==> src/hdl/nlc_pkg.sv <==
`default_nettype none
// ----------------------------------------------------------------------------
// nlc_pkg
// Shared types and constants of the NAL packet layout classifier.
// ----------------------------------------------------------------------------
package nlc_pkg;

  // Number of length-prefix parsers (prefix widths 1 .. MAX_PREFIX_WIDTH)
  localparam int unsigned MAX_PREFIX_WIDTH = 4;
  // Bytes kept from the head of a packet for start code detection
  localparam int unsigned HEAD_LEN = 4;
  // Width of a count of valid parsers
  localparam int unsigned VALID_CNT_W = $clog2(MAX_PREFIX_WIDTH + 1);

  // Layout codes
  localparam logic [1:0] LAYOUT_START_CODE      = 2'd0;
  localparam logic [1:0] LAYOUT_LENGTH_PREFIXED = 2'd1;
  localparam logic [1:0] LAYOUT_AMBIGUOUS       = 2'd2;
  localparam logic [1:0] LAYOUT_NEITHER         = 2'd3;

  // One byte of a packet
  typedef struct packed {
    logic [7:0] data_byte;
    logic       last_byte;
  } nlc_in_t;

  // Classification of one packet
  typedef struct packed {
    logic [1:0] layout;
    logic [2:0] prefix_width;
  } nlc_out_t;

  // Per-parser status after the current byte
  typedef struct packed {
    logic fail;
    logic busy;
    logic unit_seen;
  } nlc_parse_status_t;

endpackage : nlc_pkg
`default_nettype wire

==> src/hdl/nlc_parser.sv <==
`default_nettype none
// ----------------------------------------------------------------------------
// nlc_parser
// Length-prefix parser for one prefix width: reads big-endian lengths,
// counts payload bytes and reports the parser status after each byte.
// ----------------------------------------------------------------------------
module nlc_parser (
  input  wire logic                       clk_i,
  input  wire logic                       rst_ni,
  input  wire logic [2:0]                 width_i,
  input  wire logic                       step_i,
  input  wire logic                       clear_i,
  input  wire logic [7:0]                 byte_i,
  output nlc_pkg::nlc_parse_status_t      status_o
);
  import nlc_pkg::*;

  logic        in_payload_q, in_payload_d;
  logic [1:0]  prefix_cnt_q, prefix_cnt_d;
  logic [31:0] length_acc_q, length_acc_d;
  logic [31:0] remaining_q, remaining_d;
  logic        unit_seen_q, unit_seen_d;
  logic        failed_q, failed_d;

  logic [31:0] acc_next;
  logic [2:0]  cnt_inc;

  assign acc_next = {length_acc_q[23:0], byte_i};
  assign cnt_inc  = {1'b0, prefix_cnt_q} + 3'd1;

  // Advance the parser by one byte
  always_comb begin
    in_payload_d = in_payload_q;
    prefix_cnt_d = prefix_cnt_q;
    length_acc_d = length_acc_q;
    remaining_d  = remaining_q;
    unit_seen_d  = unit_seen_q;
    failed_d     = failed_q;
    if (failed_q) begin
      // hold: parser is out for this packet
    end else if (in_payload_q) begin
      remaining_d = remaining_q - 32'd1;
      if (remaining_q == 32'd1) begin
        in_payload_d = 1'b0;
        unit_seen_d  = 1'b1;
      end
    end else begin
      if (cnt_inc >= width_i) begin
        prefix_cnt_d = 2'd0;
        length_acc_d = 32'd0;
        if (acc_next == 32'd0) begin
          failed_d = 1'b1;
        end else begin
          remaining_d  = acc_next;
          in_payload_d = 1'b1;
        end
      end else begin
        prefix_cnt_d = cnt_inc[1:0];
        length_acc_d = acc_next;
      end
    end
  end

  // Report the status as it stands after this byte
  always_comb begin
    status_o.fail      = failed_d;
    status_o.busy      = in_payload_d || (prefix_cnt_d != 2'd0);
    status_o.unit_seen = unit_seen_d;
  end

  // Hold the parser state; clear it after the final byte of a packet
  always_ff @(posedge clk_i or negedge rst_ni) begin
    if (!rst_ni) begin
      in_payload_q <= 1'b0;
      prefix_cnt_q <= 2'd0;
      length_acc_q <= 32'd0;
      remaining_q  <= 32'd0;
      unit_seen_q  <= 1'b0;
      failed_q     <= 1'b0;
    end else if (step_i && clear_i) begin
      in_payload_q <= 1'b0;
      prefix_cnt_q <= 2'd0;
      length_acc_q <= 32'd0;
      remaining_q  <= 32'd0;
      unit_seen_q  <= 1'b0;
      failed_q     <= 1'b0;
    end else if (step_i) begin
      in_payload_q <= in_payload_d;
      prefix_cnt_q <= prefix_cnt_d;
      length_acc_q <= length_acc_d;
      remaining_q  <= remaining_d;
      unit_seen_q  <= unit_seen_d;
      failed_q     <= failed_d;
    end
  end

endmodule : nlc_parser
`default_nettype wire

==> src/hdl/nlc_classify.sv <==
`default_nettype none
// ----------------------------------------------------------------------------
// nlc_classify
// Captures the packet head for start code detection and combines the
// parser status into the layout decision of a packet.
// ----------------------------------------------------------------------------
module nlc_classify (
  input  wire logic                  clk_i,
  input  wire logic                  rst_ni,
  input  wire logic                  step_i,
  input  wire logic                  clear_i,
  input  wire logic [7:0]            byte_i,
  input  wire nlc_pkg::nlc_parse_status_t
                                     status_i [nlc_pkg::MAX_PREFIX_WIDTH],
  output nlc_pkg::nlc_out_t          result_o
);
  import nlc_pkg::*;

  logic [7:0] head_q [HEAD_LEN];
  logic [7:0] head_d [HEAD_LEN];
  logic [2:0] seen_q, seen_d;

  logic                   start_code;
  logic [VALID_CNT_W-1:0] valid_cnt;
  logic [2:0]             selected;
  logic                   width_ok;

  // Capture the first bytes of the packet, saturating the count
  always_comb begin
    for (int i = 0; i < HEAD_LEN; i++) begin
      head_d[i] = head_q[i];
      if (seen_q == 3'(i)) begin
        head_d[i] = byte_i;
      end
    end
    seen_d = (seen_q < 3'(HEAD_LEN)) ? seen_q + 3'd1 : seen_q;
  end

  // Detect a three- or four-byte start code at the head
  always_comb begin
    start_code = 1'b0;
    if (seen_d >= 3'd3 && head_d[0] == 8'h00 && head_d[1] == 8'h00) begin
      if (head_d[2] == 8'h01) begin
        start_code = 1'b1;
      end else if (seen_d >= 3'd4 && head_d[2] == 8'h00 && head_d[3] == 8'h01) begin
        start_code = 1'b1;
      end
    end
  end

  // Count the widths that split the packet exactly; pick the narrowest
  always_comb begin
    valid_cnt = '0;
    selected  = 3'd0;
    for (int w = MAX_PREFIX_WIDTH - 1; w >= 0; w--) begin
      width_ok = !status_i[w].fail && !status_i[w].busy && status_i[w].unit_seen;
      if (width_ok) begin
        valid_cnt = valid_cnt + VALID_CNT_W'(1);
        selected  = 3'(w + 1);
      end
    end
  end

  // Form the result
  always_comb begin
    result_o.prefix_width = 3'd0;
    if (start_code) begin
      result_o.layout = LAYOUT_START_CODE;
    end else if (valid_cnt == '0) begin
      result_o.layout = LAYOUT_NEITHER;
    end else if (valid_cnt > VALID_CNT_W'(1)) begin
      result_o.layout = LAYOUT_AMBIGUOUS;
    end else begin
      result_o.layout       = LAYOUT_LENGTH_PREFIXED;
      result_o.prefix_width = selected;
    end
  end

  // Hold the head bytes; clear after the final byte of a packet
  always_ff @(posedge clk_i or negedge rst_ni) begin
    if (!rst_ni) begin
      seen_q <= 3'd0;
      for (int i = 0; i < HEAD_LEN; i++) begin
        head_q[i] <= 8'h00;
      end
    end else if (step_i && clear_i) begin
      seen_q <= 3'd0;
      for (int i = 0; i < HEAD_LEN; i++) begin
        head_q[i] <= 8'h00;
      end
    end else if (step_i) begin
      seen_q <= seen_d;
      for (int i = 0; i < HEAD_LEN; i++) begin
        head_q[i] <= head_d[i];
      end
    end
  end

endmodule : nlc_classify
`default_nettype wire

==> src/hdl/nal_packet_layout_classifier.sv <==
`default_nettype none
// ----------------------------------------------------------------------------
// nal_packet_layout_classifier
// Classifies the framing of an encoded video packet from its byte stream.
// ----------------------------------------------------------------------------
// Usage:
//   The input channel carries one packet byte per transaction, with
//   last_byte set on the final byte. Packets are at least one byte long.
//   The output channel carries one transaction per packet: the layout
//   (start code, length prefixed, ambiguous, neither) and, for length
//   prefixed packets, the prefix width 1..4.
//   A byte is captured in an input register, then all four width parsers
//   and the head detector update from that register. The result of a
//   packet is loaded into the output register when its final byte leaves
//   the input register. One byte is taken every cycle unless the input
//   stalls; there is no gap between packets.
//   A new byte is accepted while a finished result waits on the output.
//   Only when the byte in the input register is a final byte and the
//   output register still holds an untaken result does the input stall.
//   Reset clears all parser state and the valid flags of the input and
//   output registers; parser state also clears after every final byte.
// ----------------------------------------------------------------------------
module nal_packet_layout_classifier (
  input  wire logic              clk_i,
  input  wire logic              rst_ni,
  input  wire logic              in_valid_i,
  output      logic              in_stall_o,
  input  wire nlc_pkg::nlc_in_t  in_data_i,
  output      logic              out_valid_o,
  input  wire logic              out_stall_i,
  output      nlc_pkg::nlc_out_t out_data_o
);
  import nlc_pkg::*;

  logic     s1_valid_q;
  nlc_in_t  s1_data_q;
  logic     out_valid_q;
  nlc_out_t out_data_q;

  logic     s1_hold;
  logic     step;
  nlc_out_t result;

  nlc_parse_status_t status [MAX_PREFIX_WIDTH];

  // Stall only a final byte that cannot yet place its result
  assign s1_hold    = s1_valid_q && s1_data_q.last_byte && out_valid_q && out_stall_i;
  assign in_stall_o = s1_hold;
  assign step       = s1_valid_q && !s1_hold;

  // Input register
  always_ff @(posedge clk_i or negedge rst_ni) begin
    if (!rst_ni) begin
      s1_valid_q <= 1'b0;
    end else if (!s1_hold) begin
      s1_valid_q <= in_valid_i;
    end
  end

  always_ff @(posedge clk_i) begin
    if (!s1_hold && in_valid_i) begin
      s1_data_q <= in_data_i;
    end
  end

  // One parser per prefix width
  for (genvar w = 0; w < MAX_PREFIX_WIDTH; w++) begin : g_parser
    nlc_parser u_parser (
      .clk_i    (clk_i),
      .rst_ni   (rst_ni),
      .width_i  (3'(w + 1)),
      .step_i   (step),
      .clear_i  (s1_data_q.last_byte),
      .byte_i   (s1_data_q.data_byte),
      .status_o (status[w])
    );
  end

  nlc_classify u_classify (
    .clk_i    (clk_i),
    .rst_ni   (rst_ni),
    .step_i   (step),
    .clear_i  (s1_data_q.last_byte),
    .byte_i   (s1_data_q.data_byte),
    .status_i (status),
    .result_o (result)
  );

  // Output register: load on a final byte, drop once taken
  always_ff @(posedge clk_i or negedge rst_ni) begin
    if (!rst_ni) begin
      out_valid_q <= 1'b0;
    end else if (step && s1_data_q.last_byte) begin
      out_valid_q <= 1'b1;
    end else if (!out_stall_i) begin
      out_valid_q <= 1'b0;
    end
  end

  always_ff @(posedge clk_i) begin
    if (step && s1_data_q.last_byte) begin
      out_data_q <= result;
    end
  end

  assign out_valid_o = out_valid_q;
  assign out_data_o  = out_data_q;

endmodule : nal_packet_layout_classifier
`default_nettype wire

==> config.mk <==
export PLATFORM = sky130hd
export DESIGN_NAME = nal_packet_layout_classifier
export DESIGN_NICKNAME = d
export VERILOG_FILES = /design/src/hdl/nlc_pkg.sv /design/src/hdl/nlc_parser.sv /design/src/hdl/nlc_classify.sv /design/src/hdl/nal_packet_layout_classifier.sv
export SDC_FILE = /design/constraint.sdc
export NUM_CORES = 1
export LEC_CHECK = 0
export ABC_AREA = 1
export BUFFER_PORTS_ARGS = -buffer_cell sky130_fd_sc_hd__buf_2
export CELL_PAD_IN_SITES_DETAIL_PLACEMENT = 1
export CELL_PAD_IN_SITES_GLOBAL_PLACEMENT = 1
export CORE_MARGIN = 5
export CORE_UTILIZATION = 35
export CTS_CLUSTER_SIZE = 12
export DETAILED_ROUTE_END_ITERATION = 6
export HOLD_SLACK_MARGIN = 0.15
export MAX_ROUTING_LAYER = met4
export PLACE_DENSITY = 0.65
export SYNTH_ARGS = -nofsm -noshare
export SYNTH_HDL_FRONTEND = slang
export SYNTH_SLANG_ARGS = --single-unit
==> constraint.sdc <==
create_clock -name clk_i -period 2.5 [get_ports clk_i]
set_input_delay 0.375 -clock clk_i [delete_from_list [all_inputs] [get_ports clk_i]]
set_output_delay 0.375 -clock clk_i [all_outputs]
set_load 0.05 [all_outputs]
==> metrics.yaml, run 1 <==
cts:
  path_clk_slew_ps: 60
  cts_tree: "built"
  cts-htree-levels: 2
  clockBufferDepth: 3
  numCtsBuffers: 38
  clockRootBuffer: "clkbuf_16"
  cts_sinks: 294
  clkLatencyLatePin_ps: 570
pwr:
  p_per_area_nw_per_um2: 1120
  ir_drop_uv: 620
  p_leak_uw: 0.0105
global_route:
  grt_pass1_vias: 18100
  antenna_found_initial: 1
  grt_pass1_wl_um: 97600
  overflow: 0
  grt_max_degree: 59
  grt_usage: 0.241
timing:
  tns_ps: -2170
  worst_pin_slew_ps: 864
  fin_ws_ps: -455
  rsz0062_at_grt: "true"
  setup_viol: 5
  fmax_mhz: 338
  post-route-min-period_ps: 2950
  slew_violations: 0
  hold_violations: 0
  skew_ps: 30.6
  relSlewSlack: 0.424
  layout_worst_path_cycle_share: 1.18
setup_path:
  critPathRequiredTime_ps: 2800
  critPathKind: "flip-flop to flip-flop"
  crit_arrival_ps: 3260
  critPathLaunchType: "flip-flop"
  cp-end-kind: "flip-flop"
  r2r_cells: 21
  crit_fanout: 3
die:
  die_w_um: 228
  dieHeight_um: 228
  rows: 79
  coreArea_sq_um: 46700
  start_util: 0.355
  io_pins: 20
  dieArea_sq_um: 51800
drt:
  drc: 0
  firstDrtPassIters: 5
  first_iter_violations: 1035
  wl_per_cell_um: 18.8
  via_per_inst: 5.25
  routed_wl_um: 60400
  antenna_left: 0
  num_vias: 16900
outcome:
  outcome: "complete, but fails checks"
  violations: "setup timing"
final_layout:
  final_cells: 3215
  antenna_cells: 0
  final_cell_mix: "348 x nand2_1, 345 x buf_4, 324 x o21ai_0"
  final_util: 0.465
  fin_nets: 2615
  drive_gt1_frac: 0.217
  area_growth_pct: 31.1
  layout_commonest_cell: "nand2_1"
yosys:
  ys_seq_area_frac: 0.448
  yosys_warnings: 0
  syn-instance-count: 2241
  syn_area_sq_um: 16600
  synth_cell_types: 43
  syn-num-nets: 2273
  avgSynthCellArea_sq_um: 7.39
  ys_ff_latch: 294
worst_hold_path:
  hp-class: "input port to asynchronous set/reset pin"
place:
  portBuffers: 19
  dp_hpwl_um: 41200
  place.gp.congestion: 0.901
  dpl.cell_count: 3096
run:
  max_cap_viol_count: 0
==> final timing paths <==
path	start	end	slack, ps
max	s1_data_q[8]$_DFFE_PP_	out_data_o[1]$_SDFFCE_PP0P_	-450
min	rst_ni	g_parser[0].u_parser.remaining_q[20]$_DFFE_PN0P_	360
max reg2reg	s1_data_q[8]$_DFFE_PP_	out_data_o[1]$_SDFFCE_PP0P_	-450
min reg2reg	u_classify.head_q[21]$_DFFE_PN0P_	u_classify.head_q[21]$_DFFE_PN0P_	490
max in group asynchronous	rst_ni	g_parser[2].u_parser.length_acc_q[19]$_DFFE_PN0P_	1360
min in group clk_i	u_classify.head_q[21]$_DFFE_PN0P_	u_classify.head_q[21]$_DFFE_PN0P_	490
==> cells by family after synthesis <==
group                    synth area share
adder cells (fa/ha/maj)            0.0143
buffers and inverters              0.0917
flip-flops                          0.448
AO/OA/AOI/OAI                       0.181
XOR/XNOR                           0.0291
AND/OR/NAND/NOR                     0.236
==> cell type report <==
class / instances / area, sq um
clock inverters: 8 / 65.1
repair buffers: 404 / 3210
flip-flops and latches: 294 / 7430
inverters: 290 / 1100
clock buffers: 57 / 1140
multi-input cells: 1555 / 8010
well taps: 607 / 759
fillers: 5791 / 24900
==> synthesized netlist by cell type (all sizes together) <==
cell type	instances	area, sq um
a211oi	2	15.0
a21oi	67	335
a22o	2	17.5
a22oi	1	7.51
a31oi	1	6.26
buf	34	173
clkbuf	68	255
dfrtp	280	7010
edfxtp	14	420
ha	19	238
inv	290	1090
nand2	372	1410
nand3	165	826
nand4	25	156
nor2	306	1200
nor3	44	225
nor3b	1	7.51
nor4	9	56.3
nor4b	1	8.76
o211ai	14	110
o21a	4	30.0
o21ai	360	1800
o221ai	5	43.8
o22ai	94	588
o311ai	2	17.5
o31ai	3	22.5
or2	3	18.8
xnor2	4	35.0
xor2	51	447
==> stage by stage <==
stage	total power (uW)	instance area, sq um	hold WS (ps)	worst slack [ps]
after detailed placement	18100	19600	372	-569
after global routing	26100	21700	391	-632
after CTS	24100	21500	378	-397
after floorplan	12800	16600	79.4	-266
after global placement	17700	19600	369	-517
final	24300	21700	361	-455
==> repair_timing <==
item / in CTS / in global routing
pin swaps: 26 / 29
setup endpoints to repair: 22 / 118
hold buffers: 12 / 0
setup buffers: 49 / 13
hold endpoints to repair: 63 / 0
resized for setup: 84 / 65
cloned: 1 / 0
==> worst max-delay path, cell delays in order (launching register included) <==
cell	delay [ps]
edfxtp_1	400
nor2_1	110
nand2_1	110
nor2_4	250
nand2_2	110
nor2_4	140
nor2_2	50
nor2_2	170
nand3_2	120
inv_2	90
ha_4	220
inv_2	60
nand2_2	40
nand2_2	70
inv_2	50
ha_4	140
nand3_1	90
inv_1	50
nand2_1	70
nand2_1	110
nand4_1	150
nor2_1	70
==> sequential cells by signal, summed over array words and instances, names as in the netlist <==
signal	count
g_parser.u_parser.failed_q	4
out_valid_o	1
u_classify.head_q	32
g_parser.u_parser.in_payload_q	4
g_parser.u_parser.remaining_q	128
g_parser.u_parser.length_acc_q	96
s1_data_q	9
s1_valid_q	1
g_parser.u_parser.unit_seen_q	3
out_data_o	5
g_parser.u_parser.prefix_cnt_q	8
u_classify.seen_q	3
==> routing by layer <==
layer  track usage  vias to the layer above  share of wire
li1              -                     8113              -
met1         0.320                     8378           0.46
met2         0.394                      308           0.48
met3        0.0250                       85          0.036
met4        0.0691                        0          0.026
met5             -                        -              0
==> report_power, final <==
group	leakage [uW]	switching, uW	internal, uW	total (uW)
Clock	0.000595	2240	3160	5400
Sequential	0.00385	762	6120	6890
Combinational	0.00607	6970	5070	12000
Power figures use the tool's default switching activity.
==> inputs of run 2 (changes only) <==
==> constraint.sdc (replaced) <==
create_clock -name clk_i -period 2.5 [get_ports clk_i]
set_input_delay 0.25 -clock clk_i [delete_from_list [all_inputs] [get_ports clk_i]]
set_output_delay 0.25 -clock clk_i [all_outputs]
set_load 0.05 [all_outputs]
==> metrics.yaml, run 2 (synthesis results as in run 1) <==
die:
  die_w_um: 228
  dieArea_sq_um: 51800
  start_util: 0.355
  dieHeight_um: 228
  io_pins: 20
  coreArea_sq_um: 46700
  rows: 79
setup_path:
  crit_path_max_incr_delay_ps: 400
  critPathKind: "flip-flop to flip-flop"
  path_delay_family: "simple AND/OR/NAND/NOR gates"
  r2r-start: "g_parser[2].u_parser.remaining_q[1]$_DFFE_PN0P_"
  crit_slowest_cell: "dfrtp_1"
  cp-end-kind: "flip-flop"
  critPathLaunchType: "flip-flop"
  path_buf_inv: 6
  crit_top_cell: "inv_2"
  timing.critical_path.cells: "inv_2 -> ha_4 -> inv_2 -> nor2_2 -> nand2_1 -> nor2_1 -> nand2_1 -> nor2_2 -> nor2_2 -> nor2_2 -> nand3_2 -> inv_2 -> ha_4 -> inv_2 -> nand2_2 -> nand2_2 -> inv_2 -> ha_4 -> or2_1 -> nand2_2 -> nand3_1 -> nand2_1 -> inv_1"
  r2r_end: "out_data_o[4]$_SDFFCE_PP0P_"
  cp-startpoint: "g_parser[2].u_parser.remaining_q[1]$_DFFE_PN0P_"
  cp.depth: 23
  endpoint: "out_data_o[4]$_SDFFCE_PP0P_"
  r2r_cells: 23
  crit_fanout: 3
  r2r_slack_ps: -340
  crit_arrival_ps: 3140
  critPathRequiredTime_ps: 2810
final_layout:
  fin_nets: 2589
  top_register: "g_parser.u_parser.remaining_q"
  layout_commonest_cell: "nand2_1"
  final_util: 0.457
  final_cell_mix: "351 x nand2_1, 338 x buf_4, 335 x o21ai_0"
  largest_reg_flops: 128
  drive_gt1_frac: 0.209
  final_cells: 3188
  area_growth_pct: 28.7
  top_regs: "g_parser.u_parser.remaining_q x128, g_parser.u_parser.length_acc_q x96, u_classify.head_q x32"
  fill_cells: 5800
drt:
  wl_per_cell_um: 18.4
  via_per_inst: 5.22
  firstDrtPassIters: 5
  drc: 0
  routed_wl_um: 58700
  first_iter_violations: 876
  antenna_left: 0
  num_vias: 16700
timing:
  setup_viol: 5
  worst_pin_slew_ps: 1220
  tns_ps: -1200
  hold_violations: 0
  slew_violations: 0
  relSlewSlack: 0.183
  post-route-min-period_ps: 2840
  skew_ps: 12.0
  rsz0062_at_grt: "true"
  layout_worst_path_cycle_share: 1.13
  fin_hold_ws_ps: 218
  fin_ws_ps: -336
  fmax_mhz: 353
global_route:
  overflow: 0
  grt_pass1_wl_um: 94100
  grt_max_degree: 60
  grt_pass1_vias: 17600
  antenna_found_initial: 1
  grt_usage: 0.233
pwr:
  p_per_area_nw_per_um2: 1120
  finalPower_uw: 23900
  p_leak_uw: 0.0103
  ir_drop_uv: 647
place:
  dp_hpwl_um: 41300
  dpl.cell_count: 3092
  place.gp.congestion: 0.878
  portBuffers: 19
cts:
  cts-htree-levels: 2
  clockRootBuffer: "clkbuf_16"
  cts_sinks: 294
  cts_tree: "built"
  numCtsBuffers: 37
  clkLatencyLatePin_ps: 550
  path_clk_slew_ps: 60
  clockBufferDepth: 3
outcome:
  outcome: "complete, but fails checks"
  violations: "setup timing"
run:
  max_cap_viol_count: 0
worst_hold_path:
  hp-class: "input port to asynchronous set/reset pin"
-- run 2: worst min-delay path by stage --
stage / start / to / slack, ps / cells past startpoint
3_3_place_gp: rst_ni / g_parser[0].u_parser.remaining_q[18]$_DFFE_PN0P_ / 210 / 1
5_1_grt: rst_ni / g_parser[0].u_parser.remaining_q[18]$_DFFE_PN0P_ / 250 / 2
6_report: rst_ni / g_parser[0].u_parser.remaining_q[18]$_DFFE_PN0P_ / 220 / 2
2_1_floorplan: rst_ni / g_parser[0].u_parser.failed_q$_DFFE_PN0P_ / -50 / 0
4_1_cts: rst_ni / g_parser[0].u_parser.remaining_q[18]$_DFFE_PN0P_ / 230 / 2
3_5_place_dp: rst_ni / g_parser[0].u_parser.remaining_q[18]$_DFFE_PN0P_ / 220 / 1
-- run 2: layout make-up --
class                      instances  area (sq um)  area share
tap                              607           759      0.0356
sequential                       294          7430       0.348
multi-input combinational       1555          7980       0.374
timing repair buffer             379          2940       0.138
clock inverter                    11          77.6     0.00364
inverter                         290          1100      0.0515
clock buffer                      51          1040      0.0487
antenna                            1          2.50    0.000117
-- run 2: power breakdown --
group	switching, uW	leakage, uW	internal, uW
clock	2160	0.000557	2990
combinational	6770	0.00590	5020
sequential	809	0.00385	6120
-- run 2: repair_timing --
item	in CTS	in global routing
setup buffers	14	10
endpoints found under the setup margin	15	77
pin swaps	3	25
endpoints found under the hold margin	274	0
hold buffers	13	0
gates resized for setup	23	86
-- run 2: worst reg2reg max path, cell delays in order (launching register included) --
cell,delay [ps]
dfrtp_1,400
inv_2,90
ha_4,130
inv_2,30
nor2_2,70
nand2_1,60
nor2_1,80
nand2_1,70
nor2_2,130
nor2_2,60
nor2_2,130
nand3_2,140
inv_2,100
ha_4,200
inv_2,50
nand2_2,50
nand2_2,70
inv_2,40
ha_4,190
or2_1,210
nand2_2,90
nand3_1,80
nand2_1,80
inv_1,50
-- run 2: metrics by stage --
stage | setup slack [ps] | area [sq um]
floorplan | -266 | 16600
global placement | -493 | 19600
detailed placement | -579 | 19600
CTS | -443 | 21000
global route | -494 | 21300
finish | -336 | 21300
-- run 2: metal layers --
metal  GRT usage  share of wire  routed length (um)  vias to the layer above
met5           -              0                   0                        -
met4      0.0637          0.026                1540                        0
met3      0.0384          0.033                1930                       94
met2       0.376           0.47               27800                      217
met1       0.306           0.47               27400                     8285
li1            -              -                   -                     8055
